[config.mk]
export PLATFORM = sky130hd
export DESIGN_NAME = sve_scan
export DESIGN_NICKNAME = d
export VERILOG_FILES = /design/src/rtl/core/sve_pkg.sv /design/src/rtl/core/sve_scan.sv
export SDC_FILE = /design/constraint.sdc
export NUM_CORES = 1
export LEC_CHECK = 0
export ABC_AREA = 1
export BUFFER_PORTS_ARGS = -buffer_cell sky130_fd_sc_hd__buf_2
export CORE_MARGIN = 4
export CORE_UTILIZATION = 45
export CTS_BUF_LIST = sky130_fd_sc_hd__clkbuf_16
export CTS_CLUSTER_DIAMETER = 200
export DETAILED_ROUTE_END_ITERATION = 16
export PLACE_DENSITY = 0.62
export SYNTH_ARGS = -nofsm -noshare
export SYNTH_HDL_FRONTEND = slang
export SYNTH_SLANG_ARGS = --single-unit
[constraint.sdc]
create_clock -name clk -period 4.5 [get_ports clk]
set_clock_uncertainty 0.05 [all_clocks]
set_input_delay 1.125 -clock clk [delete_from_list [all_inputs] [get_ports clk]]
set_output_delay 1.125 -clock clk [all_outputs]
set_load 0.01 [all_outputs]
[src/rtl/core/sve_pkg.sv]
// shared types and constants for the vertical sobel edge filter
// no dependencies; imported by sve_scan, sve_grad and the top level
`timescale 1ns / 1ps

package sve_pkg;

    localparam int PIXEL_W           = 8;
    localparam int COL_OUT_W         = 10;
    localparam int ROW_W             = 16;
    localparam int IMAGE_WIDTH_W     = 11;
    localparam int IMAGE_HEIGHT_W    = 16;
    localparam int CFG_DATA_W        = 16;
    localparam int CFG_INDEX_W       = 1;
    localparam int MAX_WIDTH_DEFAULT = 1024;
    localparam int MIN_SIZE          = 3;
    localparam int WIDTH_RESET       = 512;
    localparam int HEIGHT_RESET      = 512;
    localparam int SUM_W             = PIXEL_W + 2;

    // configuration register indexes
    typedef enum logic [CFG_INDEX_W-1:0] {
        REG_IMAGE_WIDTH  = 1'b0,
        REG_IMAGE_HEIGHT = 1'b1
    } cfg_reg_t;

    // position information for one accepted pixel
    typedef struct packed {
        logic                 emit;
        logic                 frame_end;
        logic [COL_OUT_W-1:0] column;
        logic [ROW_W-1:0]     row;
    } scan_info_t;

endpackage

[src/rtl/core/sve_scan.sv]
// configuration registers and raster position counters
// depends on sve_pkg
`timescale 1ns / 1ps

module sve_scan #(
    parameter int MAX_WIDTH = sve_pkg::MAX_WIDTH_DEFAULT
) (
    input  logic                           clk,
    input  logic                           rst_n,
    input  logic                           cfg_we,
    input  logic [sve_pkg::CFG_INDEX_W-1:0] cfg_index,
    input  logic [sve_pkg::CFG_DATA_W-1:0]  cfg_data,
    input  logic                           accept,
    output logic [$clog2(MAX_WIDTH)-1:0]   addr,
    output sve_pkg::scan_info_t            info
);

    import sve_pkg::*;

    localparam int ADDR_W = $clog2(MAX_WIDTH);
    localparam int LIM_W  = (IMAGE_WIDTH_W > ADDR_W + 1) ? IMAGE_WIDTH_W : ADDR_W + 1;
    localparam int OC_W   = (ADDR_W > COL_OUT_W) ? ADDR_W : COL_OUT_W;

    logic [IMAGE_WIDTH_W-1:0]  width_reg;
    logic [IMAGE_HEIGHT_W-1:0] height_reg;
    logic [ADDR_W-1:0]         col_reg;
    logic [ADDR_W-1:0]         col_next;
    logic [ROW_W-1:0]          row_reg;
    logic [ROW_W-1:0]          row_next;
    logic [LIM_W-1:0]          width_ext;
    logic [LIM_W-1:0]          last_col;
    logic [ROW_W-1:0]          last_row;
    logic [OC_W-1:0]           col_m1;
    logic                      row_end;
    logic                      frame_end;

    // effective limits: width clamped to MIN_SIZE..MAX_WIDTH, height to MIN_SIZE and up
    always_comb
    begin
        width_ext = LIM_W'(width_reg);
        if (width_ext < LIM_W'(MIN_SIZE))
        begin
            last_col = LIM_W'(MIN_SIZE - 1);
        end
        else if (width_ext > LIM_W'(MAX_WIDTH))
        begin
            last_col = LIM_W'(MAX_WIDTH - 1);
        end
        else
        begin
            last_col = width_ext - LIM_W'(1);
        end

        if (height_reg < ROW_W'(MIN_SIZE))
        begin
            last_row = ROW_W'(MIN_SIZE - 1);
        end
        else
        begin
            last_row = height_reg - ROW_W'(1);
        end
    end

    assign row_end   = (LIM_W'(col_reg) >= last_col);
    assign frame_end = row_end && (row_reg >= last_row);
    assign col_m1    = OC_W'(col_reg) - OC_W'(1);

    assign addr           = col_reg;
    assign info.emit      = (col_reg >= ADDR_W'(2)) && (row_reg >= ROW_W'(2));
    assign info.frame_end = frame_end;
    assign info.column    = col_m1[COL_OUT_W-1:0];
    assign info.row       = row_reg - ROW_W'(1);

    always_comb
    begin
        col_next = col_reg;
        row_next = row_reg;
        if (accept)
        begin
            if (frame_end)
            begin
                col_next = '0;
                row_next = '0;
            end
            else if (row_end)
            begin
                col_next = '0;
                row_next = row_reg + ROW_W'(1);
            end
            else
            begin
                col_next = col_reg + ADDR_W'(1);
            end
        end
    end

    always_ff @(posedge clk or negedge rst_n)
    begin
        if (!rst_n)
        begin
            width_reg  <= IMAGE_WIDTH_W'(WIDTH_RESET);
            height_reg <= IMAGE_HEIGHT_W'(HEIGHT_RESET);
            col_reg    <= '0;
            row_reg    <= '0;
        end
        else
        begin
            col_reg <= col_next;
            row_reg <= row_next;
            if (cfg_we)
            begin
                unique case (cfg_reg_t'(cfg_index))
                    REG_IMAGE_WIDTH:  width_reg  <= cfg_data[IMAGE_WIDTH_W-1:0];
                    REG_IMAGE_HEIGHT: height_reg <= cfg_data[IMAGE_HEIGHT_W-1:0];
                    default:          width_reg  <= width_reg;
                endcase
            end
        end
    end

`ifndef SYNTHESIS
    a_col_in_range: assert property (@(posedge clk) disable iff (!rst_n)
        col_reg <= ADDR_W'(MAX_WIDTH - 1))
        else $error("column counter beyond line buffer depth");

    a_row_end_wraps: assert property (@(posedge clk) disable iff (!rst_n)
        accept && row_end |=> col_reg == '0)
        else $error("column counter did not wrap at row end");

    a_col_steps: assert property (@(posedge clk) disable iff (!rst_n)
        accept && !row_end |=> col_reg == ADDR_W'($past(col_reg) + ADDR_W'(1)))
        else $error("column counter did not advance by one");
`endif

endmodule

==> impl_metrics.py <==
metrics = {
    "drt": {
        "route.detailed.drc": 0,
        "finalWirelength_um": 10600,
        "dr_total_vias": 4161,
        "via_per_inst": 4.95,
        "drtPass1Iterations": 4,
        "number_of_design_rule_violations_left_by_the_first_detailed_router_iteration": 185,
        "wl_per_cell_um": 12.6,
        "drtAntennaViolNets": 0,
    },
    "layout": {
        "mostFrequentLayoutCell": "nand2_1",
        "design_area_um2": 5120,
        "final_cells": 840,
        "final_net_count": 764,
        "most-common-layout-cells": "165 x nand2_1, 99 x inv_1, 64 x nor2_1",
        "antenna_cells_inserted": 0,
        "area.growth.synth_to_final_pct": 12.4,
        "final_layout_size_suffix_gt1_frac": 0.160,
    },
    "timing": {
        "tightestPinTransition_ns": 0.979,
        "timing.fmax_mhz": 238,
        "min_period_over_period": 0.934,
        "finalHoldViolations": 0,
        "fin_hold_ws_ns": 0.487,
        "report.final.setup_viol": 0,
        "max-slew-margin-rel": 0.347,
        "report.final.slew_viol_count": 0,
        "period_needed_ns": 4.20,
    },
    "place": {
        "port-buffer-count": 58,
        "post-dp-hpwl_um": 8360,
        "postPlaceCellArea_um2": 4910,
        "numPlacedInstances": 832,
        "gp_congestion": 0.858,
    },
    "setup_path": {
        "critical_path.max_stage_delay_ns": 0.46,
        "worstSetupPathType": "flip-flop to primary output",
        "worstSetupStartpointType": "flip-flop",
        "worst_path_most_repeated_cell": "nand2_1",
        "critical_path.cell_chain": "nor3_4 -> nand2_2 -> nor2_4 -> nand2_1 -> nor2_2 -> nand2_1 -> nor2_2 -> nand2_1 -> nand2_1 -> nand3_1 -> ha_1 -> a21oi_1 -> o21ai_0 -> a21oi_1 -> nand2_1 -> nor2_2 -> nor3_2 -> buf_2",
        "data_arrival_at_the_endpoint_of_the_critical_path_ns": 3.03,
        "critical_path.slowest_cell": "dfrtp_1",
        "critical_path_required_ns": 3.32,
        "timing.critical_path.fanout_max": 5,
        "worstSetupEndpointType": "primary output",
    },
    "grt": {
        "global_route.overflow_total": 0,
        "grt_first_pass_wirelength_um": 17700,
        "antenna_found_initial": 0,
        "track_usage": 0.183,
        "first_global_vias": 3823,
        "maximum_number_of_pins_on_one_net_before_global_route_repair": 45,
    },
    "clock_tree": {
        "clock-root-buffer": "clkbuf_16",
        "cts.hold.buffers_added": 0,
        "cts_sinks": 53,
        "ctsHtreeMaxLevel": 2,
        "clock_insertion_delay_worst_skew_ns": 0.29,
        "cts_tree": "done",
        "max-clock-path-buffers": 2,
        "cts_inserted_buffers": 5,
        "clock_slew_at_the_register_clock_pins_of_the_worst_setup_and_hold_paths_ns": 0.07,
    },
    "floorplan": {
        "core_region_area_um2": 9820,
        "rows": 36,
        "initial_util": 0.464,
        "die-height_um": 109,
        "floorplan.io_pins": 59,
        "die_width_um": 109,
        "die_area_um2": 11800,
    },
    "pwr": {
        "max_vdd_drop_uv": 233,
        "p_leak_nw": 2.84,
        "cellPowerDensity_nw_per_um2": 425,
        "power.total_mw": 2.18,
    },
    "yosys": {
        "synth_seq_area_share": 0.292,
        "synth_net_count": 719,
        "avgSynthCellArea_um2": 6.89,
        "post_synth_num_cell_types": 38,
        "synthesized_netlist_cell_count": 662,
        "ys_seq_elements": 53,
        "synth-warning-count": 0,
        "synth_area_um2": 4560,
    },
    "outcome": {
        "run_status": "finished, final reports clean",
    },
    "flow_run": {
        "drv.max_cap_violation_count": 0,
    },
    "hold_path": {
        "worst_hold_path_type": "flip-flop to flip-flop",
    },
}
per-stage QoR:
stage,worst slack (ns),util,setup TNS [ns]
finish,0.299,0.522,0
CTS,0.0613,0.516,0
global placement,0.487,0.500,0
detailed placement,0.392,0.500,0
floorplan,0.532,-,0
global route,-0.0519,0.522,-0.0519
routing by layer:
metal / vias up / GRT usage / routed length [um]
met5: - / 0 / 0
met4: 0 / 0.0388 / 71
met3: 7 / 0.0249 / 366
met1: 1912 / 0.240 / 4890
met2: 56 / 0.323 / 5260
li1: 2186 / - / -
critical path, delay by kind of cell, from the launching register on:
kind                     cells  cell delay, ns
AND/OR/NAND/NOR             13            1.42
buffers and inverters        1            0.14
AO/OA/AOI/OAI                3            0.40
flip-flops                   1            0.46
adder cells (fa/ha/maj)      1            0.31
cell usage after synthesis, drive strengths merged:
| library cell | n | share of area |
|---|---|---|
| dfstp | 2 | 0.012 |
| o21ai | 48 | 0.053 |
| nand4 | 20 | 0.027 |
| nor4 | 6 | 0.0096 |
| or2 | 6 | 0.0082 |
| a32o | 1 | 0.0022 |
| nand2 | 170 | 0.15 |
| a21o | 2 | 0.0033 |
| dfrtp | 51 | 0.28 |
| ha | 36 | 0.099 |
| o31ai | 2 | 0.0033 |
| o22ai | 1 | 0.0014 |
| xor2 | 35 | 0.067 |
| xnor2 | 1 | 0.0019 |
| inv | 105 | 0.086 |
| mux2 | 1 | 0.0025 |
| buf | 7 | 0.013 |
| nor3 | 18 | 0.024 |
| o21bai | 1 | 0.0016 |
| nand3b | 1 | 0.0016 |
| clkbuf | 16 | 0.013 |
| a21oi | 17 | 0.019 |
| nor2 | 77 | 0.074 |
| nand3 | 38 | 0.051 |
path summary, 6_finish.rpt:
path | start | end | slack [ns] | cells past startpoint
max | height_reg[0] | info[26] | 0.30 | 18
min | width_ext[4] | width_ext[4] | 0.49 | 2
max reg2reg | height_reg[0] | row_reg[14] | 1.41 | 19
min reg2reg | width_ext[4] | width_ext[4] | 0.49 | 2
max in group asynchronous | rst_n | row_reg[13] | 2.75 | 2
min in group asynchronous | rst_n | addr[2] | 0.93 | 1
layout make-up:
class                           count  area [um2]
Clock buffer                        5         125
Clock inverter                      2        35.0
Fill cell                        1022        4690
Inverter                          105         394
Multi-Input combinational cell    481        2760
Sequential cell                    53        1330
Tap cell                          133         166
Timing Repair Buffer               61         313
cell families (layout without fill, tap and decap cells):
family | after synthesis | count (layout) | synth area share
buffers and inverters | 128 | 173 | 0.113
multiplexers | 1 | 1 | 0.00247
AND/OR/NAND/NOR | 336 | 336 | 0.342
XOR/XNOR | 36 | 36 | 0.0692
adder cells (fa/ha/maj) | 36 | 36 | 0.0988
AO/OA/AOI/OAI | 72 | 72 | 0.0832
flip-flops | 53 | 53 | 0.292
power breakdown:
part / internal [mW] / leakage [nW] / switching [mW] / total, mW
Sequential: 0.550 / 0.672 / 0.139 / 0.689
Clock: 0.259 / 0.0797 / 0.169 / 0.428
Combinational: 0.436 / 2.09 / 0.628 / 1.06
repair_timing:
action                                  CTS  global route
hold endpoints to repair                  0             0
resized for setup                         0            13
endpoints found under the setup margin    0             1
buffers inserted                          0             1
No activity file was read; power rests on OpenSTA's default activity.
