$ cat src/rtl/core/sve_pkg.sv
// shared types and constants for the vertical sobel edge filter
// no dependencies; imported by sve_scan, sve_grad and the top level
`timescale 1ns / 1ps

package sve_pkg;

    localparam int PIXEL_W           = 8;
    localparam int COL_OUT_W         = 10;
    localparam int ROW_W             = 16;
    localparam int IMAGE_WIDTH_W     = 11;
    localparam int IMAGE_HEIGHT_W    = 16;
    localparam int CFG_DATA_W        = 16;
    localparam int CFG_INDEX_W       = 1;
    localparam int MAX_WIDTH_DEFAULT = 1024;
    localparam int MIN_SIZE          = 3;
    localparam int WIDTH_RESET       = 512;
    localparam int HEIGHT_RESET      = 512;
    localparam int SUM_W             = PIXEL_W + 2;

    // configuration register indexes
    typedef enum logic [CFG_INDEX_W-1:0] {
        REG_IMAGE_WIDTH  = 1'b0,
        REG_IMAGE_HEIGHT = 1'b1
    } cfg_reg_t;

    // position information for one accepted pixel
    typedef struct packed {
        logic                 emit;
        logic                 frame_end;
        logic [COL_OUT_W-1:0] column;
        logic [ROW_W-1:0]     row;
    } scan_info_t;

endpackage

$ cat src/rtl/core/sve_grad.sv
// window stage, vertical gradient with clamp, and output register
// depends on sve_pkg; takes line buffer read data from two sve_ram instances
`timescale 1ns / 1ps

module sve_grad #(
    parameter int MAX_WIDTH = sve_pkg::MAX_WIDTH_DEFAULT
) (
    input  logic                              clk,
    input  logic                              rst_n,
    input  logic                              in_valid,
    output logic                              in_ready,
    input  logic [sve_pkg::PIXEL_W-1:0]       pixel_in,
    input  logic [$clog2(MAX_WIDTH)-1:0]      addr_in,
    input  sve_pkg::scan_info_t               info_in,
    input  logic [sve_pkg::PIXEL_W-1:0]       top_pix,
    input  logic [sve_pkg::PIXEL_W-1:0]       mid_pix,
    output logic                              upper_we,
    output logic [$clog2(MAX_WIDTH)-1:0]      upper_waddr,
    output logic [sve_pkg::PIXEL_W-1:0]       upper_wdata,
    output logic                              out_valid,
    input  logic                              out_ready,
    output logic [sve_pkg::PIXEL_W-1:0]       edge_value,
    output logic [sve_pkg::COL_OUT_W-1:0]     out_column,
    output logic [sve_pkg::ROW_W-1:0]         out_row,
    output logic                              frame_last
);

    import sve_pkg::*;

    localparam int ADDR_W = $clog2(MAX_WIDTH);

    logic                 s1_valid_reg;
    logic                 s1_valid_next;
    scan_info_t           s1_info_reg;
    logic [PIXEL_W-1:0]   s1_pix_reg;
    logic [ADDR_W-1:0]    s1_addr_reg;
    logic [PIXEL_W-1:0]   top0_reg;
    logic [PIXEL_W-1:0]   top1_reg;
    logic [PIXEL_W-1:0]   bot0_reg;
    logic [PIXEL_W-1:0]   bot1_reg;
    logic                 out_valid_reg;
    logic                 out_valid_next;
    logic [PIXEL_W-1:0]   edge_reg;
    logic [COL_OUT_W-1:0] column_reg;
    logic [ROW_W-1:0]     row_reg;
    logic                 last_reg;
    logic                 accept;
    logic                 s1_adv;
    logic [SUM_W-1:0]     upp_sum;
    logic [SUM_W-1:0]     bot_sum;
    logic [SUM_W:0]       diff;
    logic [PIXEL_W-1:0]   clamped;

    // stage 1 leaves when its result has a free slot, or it has no result
    assign s1_adv   = s1_valid_reg && (!s1_info_reg.emit || !out_valid_reg || out_ready);
    assign in_ready = !s1_valid_reg || s1_adv;
    assign accept   = in_valid && in_ready;

    // the row above gets the old middle row value once the read data is back
    assign upper_we    = s1_adv;
    assign upper_waddr = s1_addr_reg;
    assign upper_wdata = mid_pix;

    // window after the shift: newest column is (top_pix, s1_pix_reg)
    assign upp_sum = SUM_W'(top0_reg) + {1'b0, top1_reg, 1'b0} + SUM_W'(top_pix);
    assign bot_sum = SUM_W'(bot0_reg) + {1'b0, bot1_reg, 1'b0} + SUM_W'(s1_pix_reg);
    assign diff    = {1'b0, bot_sum} - {1'b0, upp_sum};

    always_comb
    begin
        if (diff[SUM_W])
        begin
            clamped = '0;
        end
        else if (diff[SUM_W-1:PIXEL_W] != '0)
        begin
            clamped = '1;
        end
        else
        begin
            clamped = diff[PIXEL_W-1:0];
        end
    end

    always_comb
    begin
        s1_valid_next = s1_valid_reg;
        if (accept)
        begin
            s1_valid_next = 1'b1;
        end
        else if (s1_adv)
        begin
            s1_valid_next = 1'b0;
        end

        out_valid_next = out_valid_reg;
        if (s1_adv && s1_info_reg.emit)
        begin
            out_valid_next = 1'b1;
        end
        else if (out_ready)
        begin
            out_valid_next = 1'b0;
        end
    end

    always_ff @(posedge clk or negedge rst_n)
    begin
        if (!rst_n)
        begin
            s1_valid_reg  <= 1'b0;
            out_valid_reg <= 1'b0;
            top0_reg      <= '0;
            top1_reg      <= '0;
            bot0_reg      <= '0;
            bot1_reg      <= '0;
        end
        else
        begin
            s1_valid_reg  <= s1_valid_next;
            out_valid_reg <= out_valid_next;
            if (s1_adv)
            begin
                top0_reg <= top1_reg;
                top1_reg <= top_pix;
                bot0_reg <= bot1_reg;
                bot1_reg <= s1_pix_reg;
            end
        end
    end

    always_ff @(posedge clk)
    begin
        if (accept)
        begin
            s1_info_reg <= info_in;
            s1_pix_reg  <= pixel_in;
            s1_addr_reg <= addr_in;
        end
        if (s1_adv && s1_info_reg.emit)
        begin
            edge_reg   <= clamped;
            column_reg <= s1_info_reg.column;
            row_reg    <= s1_info_reg.row;
            last_reg   <= s1_info_reg.frame_end;
        end
    end

    assign out_valid  = out_valid_reg;
    assign edge_value = edge_reg;
    assign out_column = column_reg;
    assign out_row    = row_reg;
    assign frame_last = last_reg;

`ifndef SYNTHESIS
    a_accept_fills_s1: assert property (@(posedge clk) disable iff (!rst_n)
        accept |=> s1_valid_reg)
        else $error("accepted pixel did not reach stage 1");

    a_stall_cause: assert property (@(posedge clk) disable iff (!rst_n)
        !in_ready |-> s1_valid_reg && s1_info_reg.emit && out_valid_reg && !out_ready)
        else $error("input stalled without a blocked result");

    a_result_loaded: assert property (@(posedge clk) disable iff (!rst_n)
        s1_adv && s1_info_reg.emit |=> out_valid_reg)
        else $error("emitted result not held in output register");
`endif

endmodule

$ cat config.mk
export PLATFORM = sky130hd
export DESIGN_NAME = sve_grad
export DESIGN_NICKNAME = d
export VERILOG_FILES = /design/src/rtl/core/sve_pkg.sv /design/src/rtl/core/sve_grad.sv
export SDC_FILE = /design/constraint.sdc
export NUM_CORES = 1
export LEC_CHECK = 0
export ABC_AREA = 0
export BUFFER_PORTS_ARGS = -buffer_cell sky130_fd_sc_hd__buf_2
export CORE_MARGIN = 4
export CORE_UTILIZATION = 58
export DETAILED_ROUTE_END_ITERATION = 8
export MAX_ROUTING_LAYER = met4
export PLACE_DENSITY_LB_ADDON = 0.1
export SYNTH_ARGS = -nofsm -noshare
export SYNTH_HDL_FRONTEND = slang
export SYNTH_SLANG_ARGS = --single-unit
export TNS_END_PERCENT = 20
$ cat constraint.sdc
create_clock -name clk -period 8.26 [get_ports clk]
set_input_delay 1.652 -clock clk [delete_from_list [all_inputs] [get_ports clk]]
set_output_delay 1.652 -clock clk [all_outputs]
set_load 0.02 [all_outputs]
==> metrics.yaml <==
critical_path:
  cp_max_fo: 8
  crit_chain: "buf_2 -> inv_1 -> fa_1 -> fa_1 -> inv_1 -> fa_1 -> inv_1 -> ha_1 -> a211oi_2 -> o21ai_2 -> a221o_1 -> a21oi_2 -> a31oi_1"
  required_ps: 8500
  crit_type: "input pin to register"
  crit_path_top_delay_cell: "fa_1"
  rr_startpoint: "top1_reg[1]$_DFFE_PN0P_"
  cp-start-kind: "input pin"
  cp_data_arrival_time_ps: 4990
  critPathMaxStageDelay_ps: 590
  startpoint: "top_pix[2]"
  cp-end-kind: "register"
  crit_family: "adder cells"
  crit_buf_inv: 4
timing:
  hold_viol_final: 0
  skew_ps: 9.80
  slew_headroom_pct: 27.0
  timing.setup.tns_ps: 0
  setup_viol: 0
  fmax_ghz: 0.211
  worst_pin_slew_ps: 1100
  rsz0062_at_grt: "false"
  hold_ws_ps: 417
  fin_crit_sh_pct: 57.4
  post-route-min-period_ps: 4740
  layout_setup_ws_ps: 3520
  drv_slew: 0
outcome:
  outcome: "finished, final reports clean"
synth:
  syn-num-nets: 465
  synth_area_per_cell_um2: 14.3
  yosysUniqueCellTypes: 39
  synth-xor-area-share_pct: 0.833
  netlist_instances: 356
  yosys.area_share.adder_pct: 15.1
  synth_compound_area_share_pct: 6.83
  yosys.area_share.simple_pct: 3.48
  synth_edf_count: 81
  yosysWarnings: 0
  syn_area_um2: 5110
  ys_ff_latch: 115
  synth_flop_cell: "edfxtp_1"
  async_flop_share_pct: 29.6
  synth_mux_area_share_pct: 1.98
  ys_seq_area_share_pct: 64.3
  synth_top_family_by_area: "adder cells"
routing:
  routed_via_density: 4.92
  drt_first_iter_violations: 162
  wirelength_um: 8620
  drc: 0
  wl_per_cell_um: 14.7
  dr_total_vias: 2879
  drtAntennaViolNets: 0
  dr.pass1.iters: 4
placement:
  port_buffers: 105
  routabilityCongestion: 0.921
  place_ws_ps: 3010
  dp_hpwl_um: 6000
final_layout:
  synthToLayoutAreaGrowth_pct: 22.6
  final_nets: 576
  multi_input_area_um2: 1440
  n_antenna_cell: 0
  register_area_um2: 3280
  fill_cells: 558
  largest_register_ffs: 28
  drive_above_1_share_pct: 32.9
job:
  maxCapViolations: 0
clock_network:
  tritoncts: "done"
  clk_pin_slew_ps: 60
  clock-sinks: 115
  htreeDepth: 4
  clock_latency_ps: 510
  clk_path_buf_depth: 2
  cts_resized: 0
  cts-root-buf: "clkbuf_8"
  cts_setup_buffers: 0
  cts_inserted_buffers: 17
  holdBufCountCts: 0
grt:
  antenna_found_initial: 0
  grt_max_degree: 57
  grt_overflow: 0
  track_usage_pct: 19.5
  grt_pass1_wl_um: 14500
  grt_pass1_vias: 3076
floorplanning:
  fp.dieW_um: 102
  ios: 122
  die_h_um: 102
  coreArea_um2: 8380
  rows: 33
  start_util_pct: 60.9
  die_area_um2: 10400
min_path:
  hold_class: "register to register"
  min_from: "s1_info_reg[12]$_DFFE_PP_"
pwr:
  p_sw_share_pct: 38.1
  power_density_nw_per_um2: 416
  switching_power_uw: 993
  comb_power_share_pct: 44.4
  clockPowerShare_pct: 26.9
  leakage_nw: 2.83
  p_int_mw: 1.61
  seqPwrFrac_pct: 28.7
  ir_drop_mv: 0.286
cell usage after synthesis, types with 2 or more instances:
cell type / count / area [um2]
edfxtp_1: 81 / 2430
inv_1: 79 / 297
dfrtp_1: 34 / 851
fa_1: 31 / 621
nand2_1: 27 / 101
o21ai_0: 27 / 135
ha_1: 12 / 150
mux2_2: 9 / 101
a31oi_1: 8 / 50.1
buf_4: 8 / 60.1
a21oi_1: 5 / 25.0
buf_2: 3 / 15.0
clkbuf_1: 3 / 11.3
and3_1: 2 / 12.5
o21a_1: 2 / 15.0
xor2_1: 2 / 17.5
placed cells by master, fill, tap and decap left out, drive strengths merged:
cell type,count
bufinv,1
nor2,1
nor2b,2
nand4b,1
fa,31
nand2b,1
a21o,2
nand3,1
and3,2
o211a,1
xnor2,1
clkbuf,17
a21oi,7
inv,88
o31a,1
a211oi,1
clkinvlp,3
buf,106
and2,1
o211ai,1
o21ai,28
dfrtp,34
clkinv,2
a31oi,8
a221o,1
mux2,9
o311ai,1
o21a,2
ha,12
nand2,27
or2,1
edfxtp,81
xor2,3
o31ai,1
or4,1
layout make-up:
| type | count | area share [%] |
|---|---|---|
| clock buffers | 17 | 6.61 |
| repair buffers | 106 | 8.51 |
| flip-flops and latches | 115 | 52.4 |
| clock inverters | 15 | 2.58 |
| inverters | 79 | 4.73 |
| well taps | 105 | 2.10 |
| multi-input cells | 148 | 23.1 |
cell families (layout without fill, tap and decap cells):
| family | after synthesis | count (layout) |
|---|---|---|
| adder cells (fa/ha/maj) | 43 | 43 |
| XOR/XNOR | 4 | 4 |
| AO/OA/AOI/OAI | 54 | 54 |
| multiplexers | 9 | 9 |
| buffers and inverters | 93 | 217 |
| flip-flops | 115 | 115 |
| AND/OR/NAND/NOR | 38 | 38 |
through the flow:
step	cells	utilization, %	cell area [um2]	power, mW
after floorplan	356	-	5110	1.67
after global placement	553	67.9	5690	1.87
after detailed placement	553	67.9	5690	1.91
after CTS	585	74.7	6260	2.63
after global routing	585	74.7	6260	2.83
final	585	74.7	6260	2.61
per-layer routing:
layer | track usage (%) | routed length, um
met1 | 22.4 | 3390
met2 | 32.2 | 4540
met3 | 6.21 | 531
met4 | 7.67 | 164
met5 | - | 0
worst paths after layout:
kind / endpoint / slack [ps] / cells after the start
setup / recovery: edge_value[0]$_SDFFCE_PN0P_ / 3520 / 13
hold / removal: out_row[12]$_DFFE_PP_ / 420 / 0
setup reg to reg: edge_value[0]$_SDFFCE_PN0P_ / 4380 / 12
hold reg to reg: out_row[12]$_DFFE_PP_ / 420 / 0
max in group asynchronous: bot0_reg[7]$_DFFE_PN0P_ / 6560 / 1
min in group asynchronous: top1_reg[0]$_DFFE_PN0P_ / 1210 / 1
power groups by stage:
stage | Clock (mW) | Sequential (mW) | Combinational [mW]
2_1_floorplan | 0 | 0.794 | 0.878
3_3_place_gp | 0 | 0.755 | 1.11
3_5_place_dp | 0 | 0.760 | 1.15
4_1_cts | 0.714 | 0.749 | 1.17
5_1_grt | 0.744 | 0.755 | 1.33
6_report | 0.701 | 0.747 | 1.16
Power figures use the tool's default switching activity.
